==> src/rtl/core/escaped_packet_deframer_core_macros.svh <==
// Assertion macros shared by the deframer RTL.
`ifndef ESCAPED_PACKET_DEFRAMER_CORE_MACROS_SVH
`define ESCAPED_PACKET_DEFRAMER_CORE_MACROS_SVH

// Check a property on every rising clock edge outside reset.
`define EPD_ASSERT(lbl, prop, msg) \
  lbl: assert property (@(posedge clk_i) disable iff (!rst_ni) (prop)) else $error(msg);

// Check that a condition implies a consequence in the same cycle.
`define EPD_ASSERT_IMPL(lbl, ante, cons, msg) \
  `EPD_ASSERT(lbl, (ante) |-> (cons), msg)

`endif

==> src/rtl/core/epd_pkg.sv <==
// Types and constants of the escaped packet deframer.
package epd_pkg;

  localparam int unsigned ByteW  = 8;
  localparam int unsigned LenW   = 10;
  localparam int unsigned CfgIdxW = 3;

  localparam logic [ByteW-1:0] BYTE_MAX    = 8'hFF;
  localparam logic [LenW-1:0]  MAX_LEN_RST = 10'd255;

  localparam logic KIND_DATA   = 1'b0;
  localparam logic KIND_STATUS = 1'b1;

  typedef enum logic [2:0] {
    PH_HUNT = 3'd0,
    PH_TO   = 3'd1,
    PH_FROM = 3'd2,
    PH_CMD  = 3'd3,
    PH_DATA = 3'd4
  } epd_phase_e;

  typedef enum logic [1:0] {
    ST_GOOD      = 2'd0,
    ST_BAD_SUM   = 2'd1,
    ST_OVERFLOW  = 2'd2,
    ST_MALFORMED = 2'd3
  } epd_status_e;

  typedef enum logic [CfgIdxW-1:0] {
    CFG_HEADER  = 3'd0,
    CFG_ESCAPE  = 3'd1,
    CFG_END     = 3'd2,
    CFG_OWN     = 3'd3,
    CFG_MAX_LEN = 3'd4
  } epd_cfg_idx_e;

  typedef struct packed {
    logic [ByteW-1:0] rx_byte;
    logic             line_error;
  } epd_in_t;

  typedef struct packed {
    logic             kind;
    logic [ByteW-1:0] data_byte;
    logic [ByteW-1:0] source_address;
    logic [ByteW-1:0] command;
    logic [1:0]       status;
    logic [LenW-1:0]  data_count;
  } epd_out_t;

  typedef struct packed {
    logic out_full;
    logic skid_full;
  } epd_buf_stat_t;

endpackage

==> src/rtl/core/epd_out_buf.sv <==
// Two-entry result buffer: output register plus skid register.
module epd_out_buf
  import epd_pkg::*;
(
  input  logic          clk_i,
  input  logic          rst_ni,
  input  logic          push_i,
  input  epd_out_t      push_data_i,
  output logic          out_valid_o,
  input  logic          out_ready_i,
  output epd_out_t      out_data_o,
  output epd_buf_stat_t stat_o
);

  logic     out_v_q, out_v_d;
  logic     skid_v_q, skid_v_d;
  epd_out_t out_q, out_d;
  epd_out_t skid_q, skid_d;
  logic     pop;

  assign pop = out_v_q && out_ready_i;

  always_comb begin
    out_v_d  = out_v_q;
    out_d    = out_q;
    skid_v_d = skid_v_q;
    skid_d   = skid_q;
    if (!out_v_q || pop) begin
      if (skid_v_q) begin
        // advance the waiting item, park a new one behind it
        out_v_d  = 1'b1;
        out_d    = skid_q;
        skid_v_d = push_i;
        skid_d   = push_data_i;
      end else begin
        out_v_d = push_i;
        out_d   = push_data_i;
      end
    end else if (push_i) begin
      skid_v_d = 1'b1;
      skid_d   = push_data_i;
    end
  end

  always_ff @(posedge clk_i or negedge rst_ni) begin
    if (!rst_ni) begin
      out_v_q  <= 1'b0;
      skid_v_q <= 1'b0;
    end else begin
      out_v_q  <= out_v_d;
      skid_v_q <= skid_v_d;
    end
  end

  always_ff @(posedge clk_i) begin
    out_q  <= out_d;
    skid_q <= skid_d;
  end

  assign out_valid_o      = out_v_q;
  assign out_data_o       = out_q;
  assign stat_o.out_full  = out_v_q;
  assign stat_o.skid_full = skid_v_q;

endmodule

==> src/rtl/core/escaped_packet_deframer_core.sv <==
// Byte-stuffed packet deframer with additive checksum: top level.
//
// Input channel (in_valid_i/in_ready_o/in_data_i) takes one received byte
// per item with its line error flag; flagged bytes are dropped. Output
// channel (out_valid_o/out_ready_i/out_data_o) gives unescaped payload
// bytes (kind 0) and one status item (kind 1) at each body end byte or overflow.
// Configuration channel (cfg_valid_i/cfg_ready_o/cfg_index_i/cfg_data_i)
// writes header, escape, end, own address and maximum body length; it is
// always ready; the user must write it only while the block is idle; not enforced.
// An item is taken into an input register, decoded and its result written
// to the output register, or to the skid register while the output register
// is occupied. One item per cycle is sustained while the result buffer has room,
// bounded by the single decode stage between input and result registers.
// When the receiver stalls, a skid register takes one more result; with
// both occupied the decode stage holds and in_ready_o falls once the
// input register is full.
// Reset returns the block to header hunting with all counters and the
// checksum cleared; configuration returns to its reset values.
`include "escaped_packet_deframer_core_macros.svh"

module escaped_packet_deframer_core
  import epd_pkg::*;
(
  input  logic               clk_i,
  input  logic               rst_ni,
  input  logic               in_valid_i,
  output logic               in_ready_o,
  input  epd_in_t            in_data_i,
  output logic               out_valid_o,
  input  logic               out_ready_i,
  output epd_out_t           out_data_o,
  input  logic               cfg_valid_i,
  output logic               cfg_ready_o,
  input  logic [CfgIdxW-1:0] cfg_index_i,
  input  logic [LenW-1:0]    cfg_data_i
);

  // configuration
  logic [ByteW-1:0] header_q, escape_q, end_q, own_q;
  logic [LenW-1:0]  max_len_q;

  // input register
  logic    in_v_q;
  epd_in_t in_q;

  // frame state
  epd_phase_e       phase_q, phase_d;
  logic             esc_q, esc_d;
  logic [ByteW-1:0] held_q, held_d;
  logic             held_v_q, held_v_d;
  logic [LenW-1:0]  raw_q, raw_d;
  logic [ByteW-1:0] sum_q, sum_d;
  logic [ByteW-1:0] sender_q, sender_d;
  logic [ByteW-1:0] cmd_q, cmd_d;
  logic [LenW-1:0]  payload_q, payload_d;

  epd_buf_stat_t    buf_stat;
  logic             adv;
  logic             step;
  logic             push;
  epd_out_t         res;
  logic [ByteW-1:0] rx_b;
  logic [ByteW-1:0] val;
  logic             take;
  logic             hdr_start;

  assign cfg_ready_o = 1'b1;

  always_ff @(posedge clk_i or negedge rst_ni) begin
    if (!rst_ni) begin
      header_q  <= '0;
      escape_q  <= '0;
      end_q     <= '0;
      own_q     <= '0;
      max_len_q <= MAX_LEN_RST;
    end else if (cfg_valid_i && cfg_ready_o) begin
      unique case (cfg_index_i)
        CFG_HEADER:  header_q  <= cfg_data_i[ByteW-1:0];
        CFG_ESCAPE:  escape_q  <= cfg_data_i[ByteW-1:0];
        CFG_END:     end_q     <= cfg_data_i[ByteW-1:0];
        CFG_OWN:     own_q     <= cfg_data_i[ByteW-1:0];
        CFG_MAX_LEN: max_len_q <= cfg_data_i;
        default: ;
      endcase
    end
  end

  // decode stage moves only while the result buffer has room
  assign adv        = !(buf_stat.out_full && buf_stat.skid_full);
  assign in_ready_o = !in_v_q || adv;
  assign step       = in_v_q && adv && !in_q.line_error;
  assign rx_b       = in_q.rx_byte;

  always_ff @(posedge clk_i or negedge rst_ni) begin
    if (!rst_ni) begin
      in_v_q <= 1'b0;
    end else if (in_ready_o) begin
      in_v_q <= in_valid_i;
    end
  end

  always_ff @(posedge clk_i) begin
    if (in_valid_i && in_ready_o) begin
      in_q <= in_data_i;
    end
  end

  always_comb begin
    phase_d   = phase_q;
    esc_d     = esc_q;
    held_d    = held_q;
    held_v_d  = held_v_q;
    raw_d     = raw_q;
    sum_d     = sum_q;
    sender_d  = sender_q;
    cmd_d     = cmd_q;
    payload_d = payload_q;
    push      = 1'b0;
    val       = rx_b;
    take      = 1'b0;
    hdr_start = 1'b0;
    res                = '0;
    res.source_address = sender_q;
    res.command        = cmd_q;
    if (step) begin
      unique case (phase_q)
        PH_TO: begin
          if (rx_b == own_q) begin
            sum_d   = sum_q + rx_b;
            phase_d = PH_FROM;
          end else begin
            hdr_start = 1'b1;
          end
        end
        PH_FROM: begin
          sender_d = rx_b;
          sum_d    = sum_q + rx_b;
          phase_d  = PH_CMD;
        end
        PH_CMD: begin
          cmd_d   = rx_b;
          sum_d   = sum_q + rx_b;
          phase_d = PH_DATA;
        end
        PH_DATA: begin
          if (rx_b == end_q) begin
            push           = 1'b1;
            res.kind       = KIND_STATUS;
            res.data_count = payload_q;
            if (esc_q || !held_v_q) begin
              res.status = ST_MALFORMED;
            end else if (sum_q == held_q) begin
              res.status = ST_GOOD;
            end else begin
              res.status = ST_BAD_SUM;
            end
            phase_d = PH_HUNT;
            esc_d   = 1'b0;
          end else if (raw_q >= max_len_q) begin
            // abort, then test the same byte as a header
            push           = 1'b1;
            res.kind       = KIND_STATUS;
            res.status     = ST_OVERFLOW;
            res.data_count = payload_q;
            hdr_start      = 1'b1;
          end else begin
            raw_d = raw_q + 1'b1;
            if (esc_q) begin
              esc_d = 1'b0;
              val   = BYTE_MAX - rx_b;
              take  = 1'b1;
            end else if (rx_b == escape_q) begin
              esc_d = 1'b1;
            end else begin
              take = 1'b1;
            end
          end
          if (take) begin
            // release the held byte; the newest stays back as a checksum candidate
            if (held_v_q) begin
              push          = 1'b1;
              res.kind      = KIND_DATA;
              res.data_byte = held_q;
              sum_d         = sum_q + held_q;
              payload_d     = payload_q + 1'b1;
            end
            held_d   = val;
            held_v_d = 1'b1;
          end
        end
        default: hdr_start = 1'b1;
      endcase
      if (hdr_start) begin
        if (rx_b == header_q) begin
          phase_d   = PH_TO;
          sum_d     = rx_b;
          raw_d     = '0;
          payload_d = '0;
          esc_d     = 1'b0;
          held_v_d  = 1'b0;
          held_d    = '0;
        end else begin
          phase_d = PH_HUNT;
        end
      end
    end
  end

  always_ff @(posedge clk_i or negedge rst_ni) begin
    if (!rst_ni) begin
      phase_q   <= PH_HUNT;
      esc_q     <= 1'b0;
      held_q    <= '0;
      held_v_q  <= 1'b0;
      raw_q     <= '0;
      sum_q     <= '0;
      sender_q  <= '0;
      cmd_q     <= '0;
      payload_q <= '0;
    end else begin
      phase_q   <= phase_d;
      esc_q     <= esc_d;
      held_q    <= held_d;
      held_v_q  <= held_v_d;
      raw_q     <= raw_d;
      sum_q     <= sum_d;
      sender_q  <= sender_d;
      cmd_q     <= cmd_d;
      payload_q <= payload_d;
    end
  end

  epd_out_buf u_out_buf (
    .clk_i       (clk_i),
    .rst_ni      (rst_ni),
    .push_i      (push),
    .push_data_i (res),
    .out_valid_o (out_valid_o),
    .out_ready_i (out_ready_i),
    .out_data_o  (out_data_o),
    .stat_o      (buf_stat)
  );

  `EPD_ASSERT_IMPL(a_push_has_room, push, !buf_stat.skid_full, "result pushed into full buffer")
  `EPD_ASSERT_IMPL(a_stall_means_full, !in_ready_o, in_v_q && buf_stat.skid_full,
                   "input stalled without full buffer")
  `EPD_ASSERT(a_payload_le_raw, payload_q <= raw_q, "payload count exceeds raw body count")
  `EPD_ASSERT_IMPL(a_data_fields_clear, out_valid_o && (out_data_o.kind == KIND_DATA),
                   (out_data_o.status == ST_GOOD) && (out_data_o.data_count == '0),
                   "data item carries status fields")

endmodule
==> config.mk <==
export PLATFORM = sky130hd
export DESIGN_NAME = escaped_packet_deframer_core
export DESIGN_NICKNAME = d
export VERILOG_FILES = /design/src/rtl/core/epd_pkg.sv /design/src/rtl/core/epd_out_buf.sv /design/src/rtl/core/escaped_packet_deframer_core.sv
export VERILOG_INCLUDE_DIRS = /design/src /design/src/rtl/core
export SDC_FILE = /design/constraint.sdc
export NUM_CORES = 1
export LEC_CHECK = 0
export ABC_AREA = 1
export BUFFER_PORTS_ARGS = -buffer_cell sky130_fd_sc_hd__buf_2
export CORE_MARGIN = 2
export CORE_UTILIZATION = 30
export CTS_BUF_LIST = sky130_fd_sc_hd__clkbuf_16
export CTS_CLUSTER_DIAMETER = 100
export DETAILED_ROUTE_END_ITERATION = 10
export SYNTH_ARGS = -nofsm -noshare
export SYNTH_HDL_FRONTEND = slang
export SYNTH_SLANG_ARGS = --single-unit
==> constraint.sdc <==
create_clock -name clk_i -period 4 [get_ports clk_i]
set_input_delay 0.6 -clock clk_i [delete_from_list [all_inputs] [get_ports clk_i]]
set_output_delay 0.6 -clock clk_i [all_outputs]
set_load 0.01 [all_outputs]
==> results_tabular.tex, run 1 <==
\begin{tabular}{lr}
\hline
Metric & Value \\
\hline
\multicolumn{2}{l}{\textbf{Synthesis}} \\
Fraction of synthesized area in multiplexers & 0.959\% \\
Main combinational cell family by area after synthesis & simple AND/OR/NAND/NOR gates \\
Share of the synthesized area in compound gates (AO/OA/AOI/OAI) & 7.42\% \\
Synth Area in Simple Gates & 25.2\% \\
Share of async-settable or async-resettable flops after synthesis & 55.1\% \\
Parity-gate share of the synthesized area counting xor and xnor cells & 1.86\% \\
Yosys cell types & 43 \\
Average size of a mapped cell & 8.65 sq um \\
Sequential share of the synthesized area & 53.8\% \\
Warnings, synthesis & 0 \\
Number of flops mapped to enable cells by yosys & 83 \\
Arithmetic-cell share of the synthesized area counting full adders, half adders and majority gates & 3.89\% \\
Cells after synthesis & 1,086 \\
Count of state elements after synthesis & 185 \\
Dominant synthesized flop cell & sky130\_fd\_sc\_hd\_\_dfrtp\_1 \\
Total nets after synthesis & 1,141 \\
Total standard cell area after synthesis & 0.00939 sq mm \\
\multicolumn{2}{l}{\textbf{Setup path}} \\
Cell with the largest stage delay on the worst path & sky130\_fd\_sc\_hd\_\_dfstp\_2 \\
CP Max Fanout & 37 \\
Buffering stage count on the worst path with inverters included & 3 \\
Most frequent CP cell & sky130\_fd\_sc\_hd\_\_nand2\_1 \\
Data arrival, critical path & 3.29 ns \\
Number of cells on the worst reg-to-reg path & 14 \\
Startpoint Class & flip-flop \\
Crit-path cells & inv\_1 > ha\_1 > nand2\_1 > inv\_1 > nand2\_1 > nand2\_1 > nand2\_1 > nand3\_1 > nor2\_2 > nand2\_2 > nor3\_1 > nor2\_1 > a21oi\_4 > buf\_4 \\
Setup Crit Path Kind & reg2reg \\
CP peak stage delay & 0.53 ns \\
Stages on worst setup path & 14 \\
Data required time of the worst path & 4.08 ns \\
Endpoint kind of the worst setup timing path & flip-flop \\
Cell family with the largest share of critical-path delay & simple AND/OR/NAND/NOR gates \\
\multicolumn{2}{l}{\textbf{Detailed routing}} \\
Number of antenna-violating nets in the routed design & 0 \\
Detailed-route wire length per cell & 14.5 microns \\
Post-detailed-route via-to-cell ratio & 4.67 \\
Total routed wirelength & 22,600 microns \\
Number of search-and-repair iterations in the first detailed-routing pass & 7 \\
Count of routing violations after the opening detailed-route iteration & 701 \\
Total via count after detailed routing & 7,258 \\
DRC viols & 0 \\
\multicolumn{2}{l}{\textbf{STA}} \\
Maximum frequency from static timing analysis & 312 MHz \\
Number of pins exceeding their max-slew limit in the final report & 0 \\
Sum of negative setup slack & 0 ns \\
Number of hold-slack violations in the final timing report & 0 \\
Slew at the pin with the worst max-slew slack & 0.978 ns \\
Final setup violation count & 0 \\
Share of the clock period used by the worst path after layout & 80.2\% \\
Max\_slew headroom & 34.8\% \\
Post-route minimum period & 3.21 ns \\
RSZ-0062 raised after global routing & false \\
Worst setup skew after layout & 0.0156 ns \\
\multicolumn{2}{l}{\textbf{Power and ir drop}} \\
Leakage component of the power & 5.12 nW \\
Total Power & 4.29 mW \\
Total power per unit cell area & 402 mW/mm\^{}2 \\
Worst vdd rail ir drop & 288 uV \\
\multicolumn{2}{l}{\textbf{Die}} \\
Std-Cell Core Area & 0.0307 sq mm \\
Floorplan row count & 64 \\
Overall die width & 181 microns \\
Ports & 67 \\
Initial Utilization & 30.6\% \\
Die extent in y & 181 microns \\
Die area & 0.0327 sq mm \\
\multicolumn{2}{l}{\textbf{Layout}} \\
Number of nets in the layout & 1,201 \\
Fill count & 3,197 \\
Fraction of layout cells with a size suffix above 1 & 14.8\% \\
Area grow syn2layout & 13.6\% \\
N\_diodes & 0 \\
\multicolumn{2}{l}{\textbf{Clocking}} \\
Clock tree sinks & 185 \\
Number of cells upsized or downsized after cts & 0 \\
Root cell of the clock tree & sky130\_fd\_sc\_hd\_\_clkbuf\_16 \\
Clock transition at path regs & 0.08 ns \\
Worst-Skew Late Latency & 0.44 ns \\
Hold-fix buffer count after cts & 0 \\
CTS tree & done \\
Post CTS Setup Buffer Count & 0 \\
Number of buffers added by the clock tree synthesis step & 17 \\
Bufs on Longest Clock Path & 2 \\
Htree depth & 4 \\
\multicolumn{2}{l}{\textbf{Status}} \\
Outcome & finished, final reports clean \\
\multicolumn{2}{l}{\textbf{Placement}} \\
Count of buffers inserted at the top-level ports & 65 \\
RePlAce Congestion & 0.883 \\
Post-detail-place hpwl & 16,200 microns \\
\multicolumn{2}{l}{\textbf{Global route}} \\
Wire length of the first global-routing pass & 37,000 microns \\
Total overflow reported by the global router & 0 \\
Overall fraction of global-route tracks in use & 14.3\% \\
Number of global-route vias before repair & 6,957 \\
Antenna violations before repair & 1 \\
Largest net degree at the start of global routing & 71 \\
\multicolumn{2}{l}{\textbf{Flow run}} \\
Max-capacitance violation count & 0 \\
\multicolumn{2}{l}{\textbf{Hold path}} \\
Type of the most critical hold path & in2async \\
\hline
\end{tabular}
routing by layer:
layer | GRT usage [%] | up-vias | part of all wire, %
met3 | 3.06 | 29 | 5.8
met1 | 20.2 | 3399 | 49
met5 | 0 | - | 0.049
met4 | 4.49 | 2 | 1.7
met2 | 21.9 | 188 | 44
li1 | - | 3640 | -
metrics by stage:
stage	worst slack [ns]	util (%)	hold slack, ns	cell area [sq um]	cells
3_5_place_dp	0.825	32.9	0.462	10100	1523
5_1_grt	0.533	34.7	0.323	10700	1555
2_1_floorplan	0.629	-	0.304	9400	1086
4_1_cts	0.808	34.7	0.317	10700	1555
6_report	0.793	34.7	0.328	10700	1555
3_3_place_gp	0.918	32.9	0.464	10100	1523
where the power goes:
group / switching (mW) / internal (mW)
clock network: 0.836 / 0.821
logic: 0.268 / 0.177
registers: 0.0990 / 2.08
synth_stat cells (11+ instances only):
| library cell | count | share of area, % |
|---|---|---|
| sky130_fd_sc_hd__o21ai_0 | 91 | 4.8 |
| sky130_fd_sc_hd__nand4_1 | 19 | 1.3 |
| sky130_fd_sc_hd__inv_1 | 110 | 4.4 |
| sky130_fd_sc_hd__ha_1 | 26 | 3.5 |
| sky130_fd_sc_hd__dfrtp_1 | 94 | 25 |
| sky130_fd_sc_hd__nand3_1 | 57 | 3.0 |
| sky130_fd_sc_hd__clkbuf_1 | 16 | 0.64 |
| sky130_fd_sc_hd__xnor2_1 | 11 | 1.0 |
| sky130_fd_sc_hd__nor2_1 | 66 | 2.6 |
| sky130_fd_sc_hd__a21oi_1 | 29 | 1.5 |
| sky130_fd_sc_hd__nand2_1 | 361 | 14 |
| sky130_fd_sc_hd__inv_2 | 12 | 0.48 |
| sky130_fd_sc_hd__nor2_2 | 19 | 1.3 |
| sky130_fd_sc_hd__edfxtp_1 | 83 | 27 |
state kept, by name (all words and copies together), names as in the netlist, 3 cells and up:
signal,count
escape_q,8
u_out_buf.out_data_o,37
raw_q,10
phase_q,3
held_q,8
header_q,8
end_q,8
cmd_q,8
sum_q,8
u_out_buf.skid_q,37
max_len_q,10
payload_q,10
sender_q,8
rx_b,8
own_q,8
placed cells by master (no fill, tap or decap), types with 2 or more instances in the layout:
master                       count
sky130_fd_sc_hd__a21o_1          2
sky130_fd_sc_hd__a21oi_1        28
sky130_fd_sc_hd__buf_2          64
sky130_fd_sc_hd__buf_4           9
sky130_fd_sc_hd__clkbuf_16      17
sky130_fd_sc_hd__clkinv_1        3
sky130_fd_sc_hd__clkinv_4        2
sky130_fd_sc_hd__clkinv_8        2
sky130_fd_sc_hd__clkinvlp_4      2
sky130_fd_sc_hd__dfrtp_1        94
sky130_fd_sc_hd__dfstp_2         8
sky130_fd_sc_hd__edfxtp_1       83
sky130_fd_sc_hd__fa_1            2
sky130_fd_sc_hd__ha_1           26
sky130_fd_sc_hd__inv_1         110
sky130_fd_sc_hd__inv_2          12
sky130_fd_sc_hd__inv_6           3
sky130_fd_sc_hd__inv_8           3
sky130_fd_sc_hd__mux2_2          8
sky130_fd_sc_hd__nand2_1       361
sky130_fd_sc_hd__nand2_2         4
sky130_fd_sc_hd__nand3_1        57
sky130_fd_sc_hd__nand3b_1        2
sky130_fd_sc_hd__nand4_1        19
sky130_fd_sc_hd__nor2_1         66
sky130_fd_sc_hd__nor2_2         19
sky130_fd_sc_hd__nor2_4          4
sky130_fd_sc_hd__nor3_1          9
sky130_fd_sc_hd__nor4_1          3
sky130_fd_sc_hd__o21ai_0        91
sky130_fd_sc_hd__o21ai_1         5
sky130_fd_sc_hd__or2_2           8
sky130_fd_sc_hd__xnor2_1        11
sky130_fd_sc_hd__xor2_1          9
worst paths after layout:
kind                               from                   end  slack [ns]
min in group clk_i         in_data_i[1]               rx_b[0]        0.33
setup / recovery           max_len_q[5]  u_out_buf.skid_q[25]        0.79
max in group asynchronous        rst_ni              cmd_q[5]        2.85
hold / removal                   rst_ni              sum_q[4]        0.33
setup reg to reg           max_len_q[5]  u_out_buf.skid_q[25]        0.79
hold reg to reg             sender_q[7]  u_out_buf.skid_q[27]        0.48
layout make-up:
type                            instances  area, sq um  area share (%)
Sequential cell                       185         5050            47.4
Multi-Input combinational cell        747         3710            34.8
Tap cell                              396          495            4.64
Inverter                              122          458            4.29
Clock buffer                           17          425            3.99
Timing Repair Buffer                   73          388            3.64
Clock inverter                         15          136            1.28
kinds of logic after synthesis:
| family | count (synthesis) |
|---|---|
| and+or+nand+nor | 556 |
| buffers and inverters | 154 |
| AOI/OAI and AO/OA | 134 |
| DFF | 185 |
| xor gates and xnor gates | 20 |
| adders and majority gates | 28 |
| muxes | 8 |
| other | 1 |
Power figures use the tool's default switching activity.
==> inputs of run 2 (changes only) <==
clock period = 2.7 ns   (was 4 ns; I/O delays follow)
==> results_tabular.tex, run 2 (same netlist as run 1, synthesis figures left out) <==
\begin{tabular}{lr}
\hline
Metric & Value \\
\hline
\multicolumn{2}{l}{\textbf{Clocking}} \\
Clock tree sinks & 185 (unchanged) \\
Htree depth & 4 (unchanged) \\
Bufs on Longest Clock Path & 2 (unchanged) \\
Root cell of the clock tree & sky130\_fd\_sc\_hd\_\_clkbuf\_16 (unchanged) \\
CTS tree & done (unchanged) \\
Worst-Skew Late Latency & 0.44 ns (about the same) \\
Clock transition at path regs & 0.07 ns (was 0.08 ns) \\
Number of buffers added by the clock tree synthesis step & 17 (unchanged) \\
\multicolumn{2}{l}{\textbf{Setup path}} \\
Startpoint Class & flip-flop (unchanged) \\
Most frequent CP cell & sky130\_fd\_sc\_hd\_\_nor2\_4 (was sky130\_fd\_sc\_hd\_\_nand2\_1) \\
Setup slack on the worst flop-to-flop path & 0.14 ns (was 0.79 ns) \\
Number of cells on the worst reg-to-reg path & 13 (was 14) \\
Crit-path cells & inv\_2 > ha\_4 > nand2\_1 > a21oi\_2 > nor2\_4 > nand3\_4 > nor2\_4 > nand2\_2 > nor3\_4 > nor2\_4 > a21oi\_4 > buf\_12 > clkbuf\_16 (was inv\_1 > ha\_1 > nand2\_1 > inv\_1 > nand2\_1 > nand2\_1 > nand2\_1 > nand3\_1 > nor2\_2 > nand2\_2 > nor3\_1 > nor2\_1 > a21oi\_4 > buf\_4) \\
CP peak stage delay & 0.54 ns (was 0.53 ns) \\
Buffering stage count on the worst path with inverters included & 3 (unchanged) \\
Data arrival, critical path & 2.72 ns (was 3.29 ns) \\
Cell family with the largest share of critical-path delay & simple AND/OR/NAND/NOR gates (unchanged) \\
CP Max Fanout & 7 (was 37) \\
Cell with the largest stage delay on the worst path & sky130\_fd\_sc\_hd\_\_dfstp\_2 (unchanged) \\
Endpoint kind of the worst setup timing path & flip-flop (unchanged) \\
Endpoint of the worst register-to-register path & u\_out\_buf.skid\_q[28] (was u\_out\_buf.skid\_q[25]) \\
Data required time of the worst path & 2.86 ns (was 4.08 ns) \\
Worst reg2reg startpoint & max\_len\_q[7] (was max\_len\_q[5]) \\
Setup Crit Path Kind & reg2reg (unchanged) \\
\multicolumn{2}{l}{\textbf{Layout}} \\
N\_diodes & 0 (unchanged) \\
Fill count & 3,183 (was 3,197) \\
Most frequent cells in the layout & sky130\_fd\_sc\_hd\_\_nand2\_1, sky130\_fd\_sc\_hd\_\_inv\_1, sky130\_fd\_sc\_hd\_\_dfrtp\_1 (unchanged) \\
Sequential cell area & 0.00505 sq mm (unchanged) \\
Util after Layout & 36.3\% (was 34.7\%) \\
Number of nets in the layout & 1,238 (was 1,201) \\
Total area of multi-input combinational cells & 0.00382 sq mm (was 0.00371 sq mm) \\
Count of non-filler cells in the finished layout & 1,592 (was 1,555) \\
Most common cell after layout, fill and taps aside & sky130\_fd\_sc\_hd\_\_nand2\_1 (unchanged) \\
Fraction of layout cells with a size suffix above 1 & 18.7\% (was 14.8\%) \\
Area grow syn2layout & 18.9\% (was 13.6\%) \\
\multicolumn{2}{l}{\textbf{Status}} \\
Outcome & finished, final reports clean (unchanged) \\
\multicolumn{2}{l}{\textbf{STA}} \\
Max\_slew headroom & 52.4\% (was 34.8\%) \\
Worst setup skew after layout & 0.0146 ns (was 0.0156 ns) \\
Maximum frequency from static timing analysis & 390 MHz (was 312 MHz) \\
Share of the clock period used by the worst path after layout & 94.9\% (was 80.2\%) \\
Number of pins exceeding their max-slew limit in the final report & 0 (unchanged) \\
Slew at the pin with the worst max-slew slack & 0.712 ns (was 0.978 ns) \\
Number of hold-slack violations in the final timing report & 0 (unchanged) \\
Post-route minimum period & 2.56 ns (was 3.21 ns) \\
Final setup violation count & 0 (unchanged) \\
\multicolumn{2}{l}{\textbf{Die}} \\
Overall die width & 181 microns (unchanged) \\
Die extent in y & 181 microns (unchanged) \\
Initial Utilization & 30.6\% (unchanged) \\
Floorplan row count & 64 (unchanged) \\
Std-Cell Core Area & 0.0307 sq mm (unchanged) \\
Ports & 67 (unchanged) \\
Die area & 0.0327 sq mm (unchanged) \\
\multicolumn{2}{l}{\textbf{Flow run}} \\
Max-capacitance violation count & 0 (unchanged) \\
\multicolumn{2}{l}{\textbf{Detailed routing}} \\
Total via count after detailed routing & 7,362 (was 7,258) \\
Detailed-route wire length per cell & 14.3 microns (was 14.5 microns) \\
Number of antenna-violating nets in the routed design & 0 (unchanged) \\
Total routed wirelength & 22,700 microns (was 22,600 microns) \\
Number of search-and-repair iterations in the first detailed-routing pass & 5 (was 7) \\
DRC viols & 0 (unchanged) \\
Post-detailed-route via-to-cell ratio & 4.62 (was 4.67) \\
Count of routing violations after the opening detailed-route iteration & 674 (was 701) \\
\multicolumn{2}{l}{\textbf{Global route}} \\
Antenna violations before repair & 0 (was 1) \\
Largest net degree at the start of global routing & 53 (was 71) \\
Total overflow reported by the global router & 0 (unchanged) \\
Number of global-route vias before repair & 6,966 (was 6,957) \\
Wire length of the first global-routing pass & 37,100 microns (was 37,000 microns) \\
Overall fraction of global-route tracks in use & 14.2\% (was 14.3\%) \\
\multicolumn{2}{l}{\textbf{Hold path}} \\
WHS Path Cells & 1 \\
Beginning of the worst hold path & in\_data\_i[5] \\
Worst min-delay path endpoint & rx\_b[4] \\
Type of the most critical hold path & in2reg (was in2async) \\
\multicolumn{2}{l}{\textbf{Power and ir drop}} \\
Total power per unit cell area & 580 mW/mm\^{}2 (was 402 mW/mm\^{}2) \\
Worst vdd rail ir drop & 385 uV (was 288 uV) \\
Leakage component of the power & 5.36 nW (was 5.12 nW) \\
\multicolumn{2}{l}{\textbf{Placement}} \\
RePlAce Congestion & 0.918 (was 0.883) \\
Post-detail-place hpwl & 16,300 microns (was 16,200 microns) \\
Count of buffers inserted at the top-level ports & 65 (unchanged) \\
Placed cell count & 1,543 (was 1,523) \\
\hline
\end{tabular}
## run 2: cell count changes in the layout (fill, tap and decap cells not counted), moves of 3 or more
| cell | before | now |
|---|---|---|
| sky130_fd_sc_hd__buf_12 | 0 | 3 |
| sky130_fd_sc_hd__ha_4 | 0 | 4 |
| sky130_fd_sc_hd__ha_1 | 26 | 22 |
| sky130_fd_sc_hd__buf_4 | 9 | 38 |
| sky130_fd_sc_hd__nor2_4 | 4 | 7 |
| sky130_fd_sc_hd__nor2_1 | 66 | 62 |
## run 2: cell type report
cell class | instances | area share [%]
inverters | 122 | 4.10
clock buffers | 17 | 3.81
flip-flops and latches | 185 | 45.3
well taps | 396 | 4.44
repair buffers | 110 | 6.70
clock inverters | 15 | 1.46
multi-input cells | 747 | 34.2
## run 2: worst max-delay path by stage
stage / startpoint / to / slack, ns / cells after the start
global route: max_len_q[5] / u_out_buf.skid_q[5] / -0.01 / 13
global placement: max_len_q[4] / u_out_buf.skid_q[7] / 0.17 / 14
detailed placement: max_len_q[4] / u_out_buf.skid_q[7] / 0.09 / 14
finish: max_len_q[7] / u_out_buf.skid_q[28] / 0.14 / 13
CTS: max_len_q[3] / u_out_buf.skid_q[26] / 0.07 / 14
floorplan: max_len_q[4] / u_out_buf.skid_q[0] / -0.08 / 13
## run 2: per-stage QoR
step	hold WS (ns)	total power [mW]	TNS, ns	setup slack (ns)	cell area (sq um)
after floorplan	0.109	3.75	-2.90	-0.0783	9450
after global placement	0.327	3.95	0	0.171	10300
after detailed placement	0.333	3.97	0	0.0858	10300
after CTS	0.124	6.52	0	0.0666	10900
after global routing	0.118	6.80	-0.0540	-0.0116	11200
final	0.138	6.48	0	0.137	11200
## run 2: where the power goes
part           leakage [nW]  switching (mW)  internal (mW)  total [mW]
clock                 0.285            1.22           1.31        2.54
combinational          2.85           0.423          0.296       0.720
sequential             2.23           0.135           3.09        3.22
total                  5.36            1.78           4.70        6.48
## run 2: layer usage
metal	vias up	global-route usage, %	share of wire [%]
li1	3719	-	-
met1	3470	20.2	50
met2	156	21.8	44
met3	17	3.06	4.7
met4	0	3.67	1.2
met5	-	0	0
## run 2: repair_timing
item | 4_1_cts | 5_1_grt
resized for setup | 0 | 14
buffers inserted | 0 | 13
setup endpoints to repair | 0 | 39
endpoints found under the hold margin | 21 | 0
hold buffers | 1 | 0
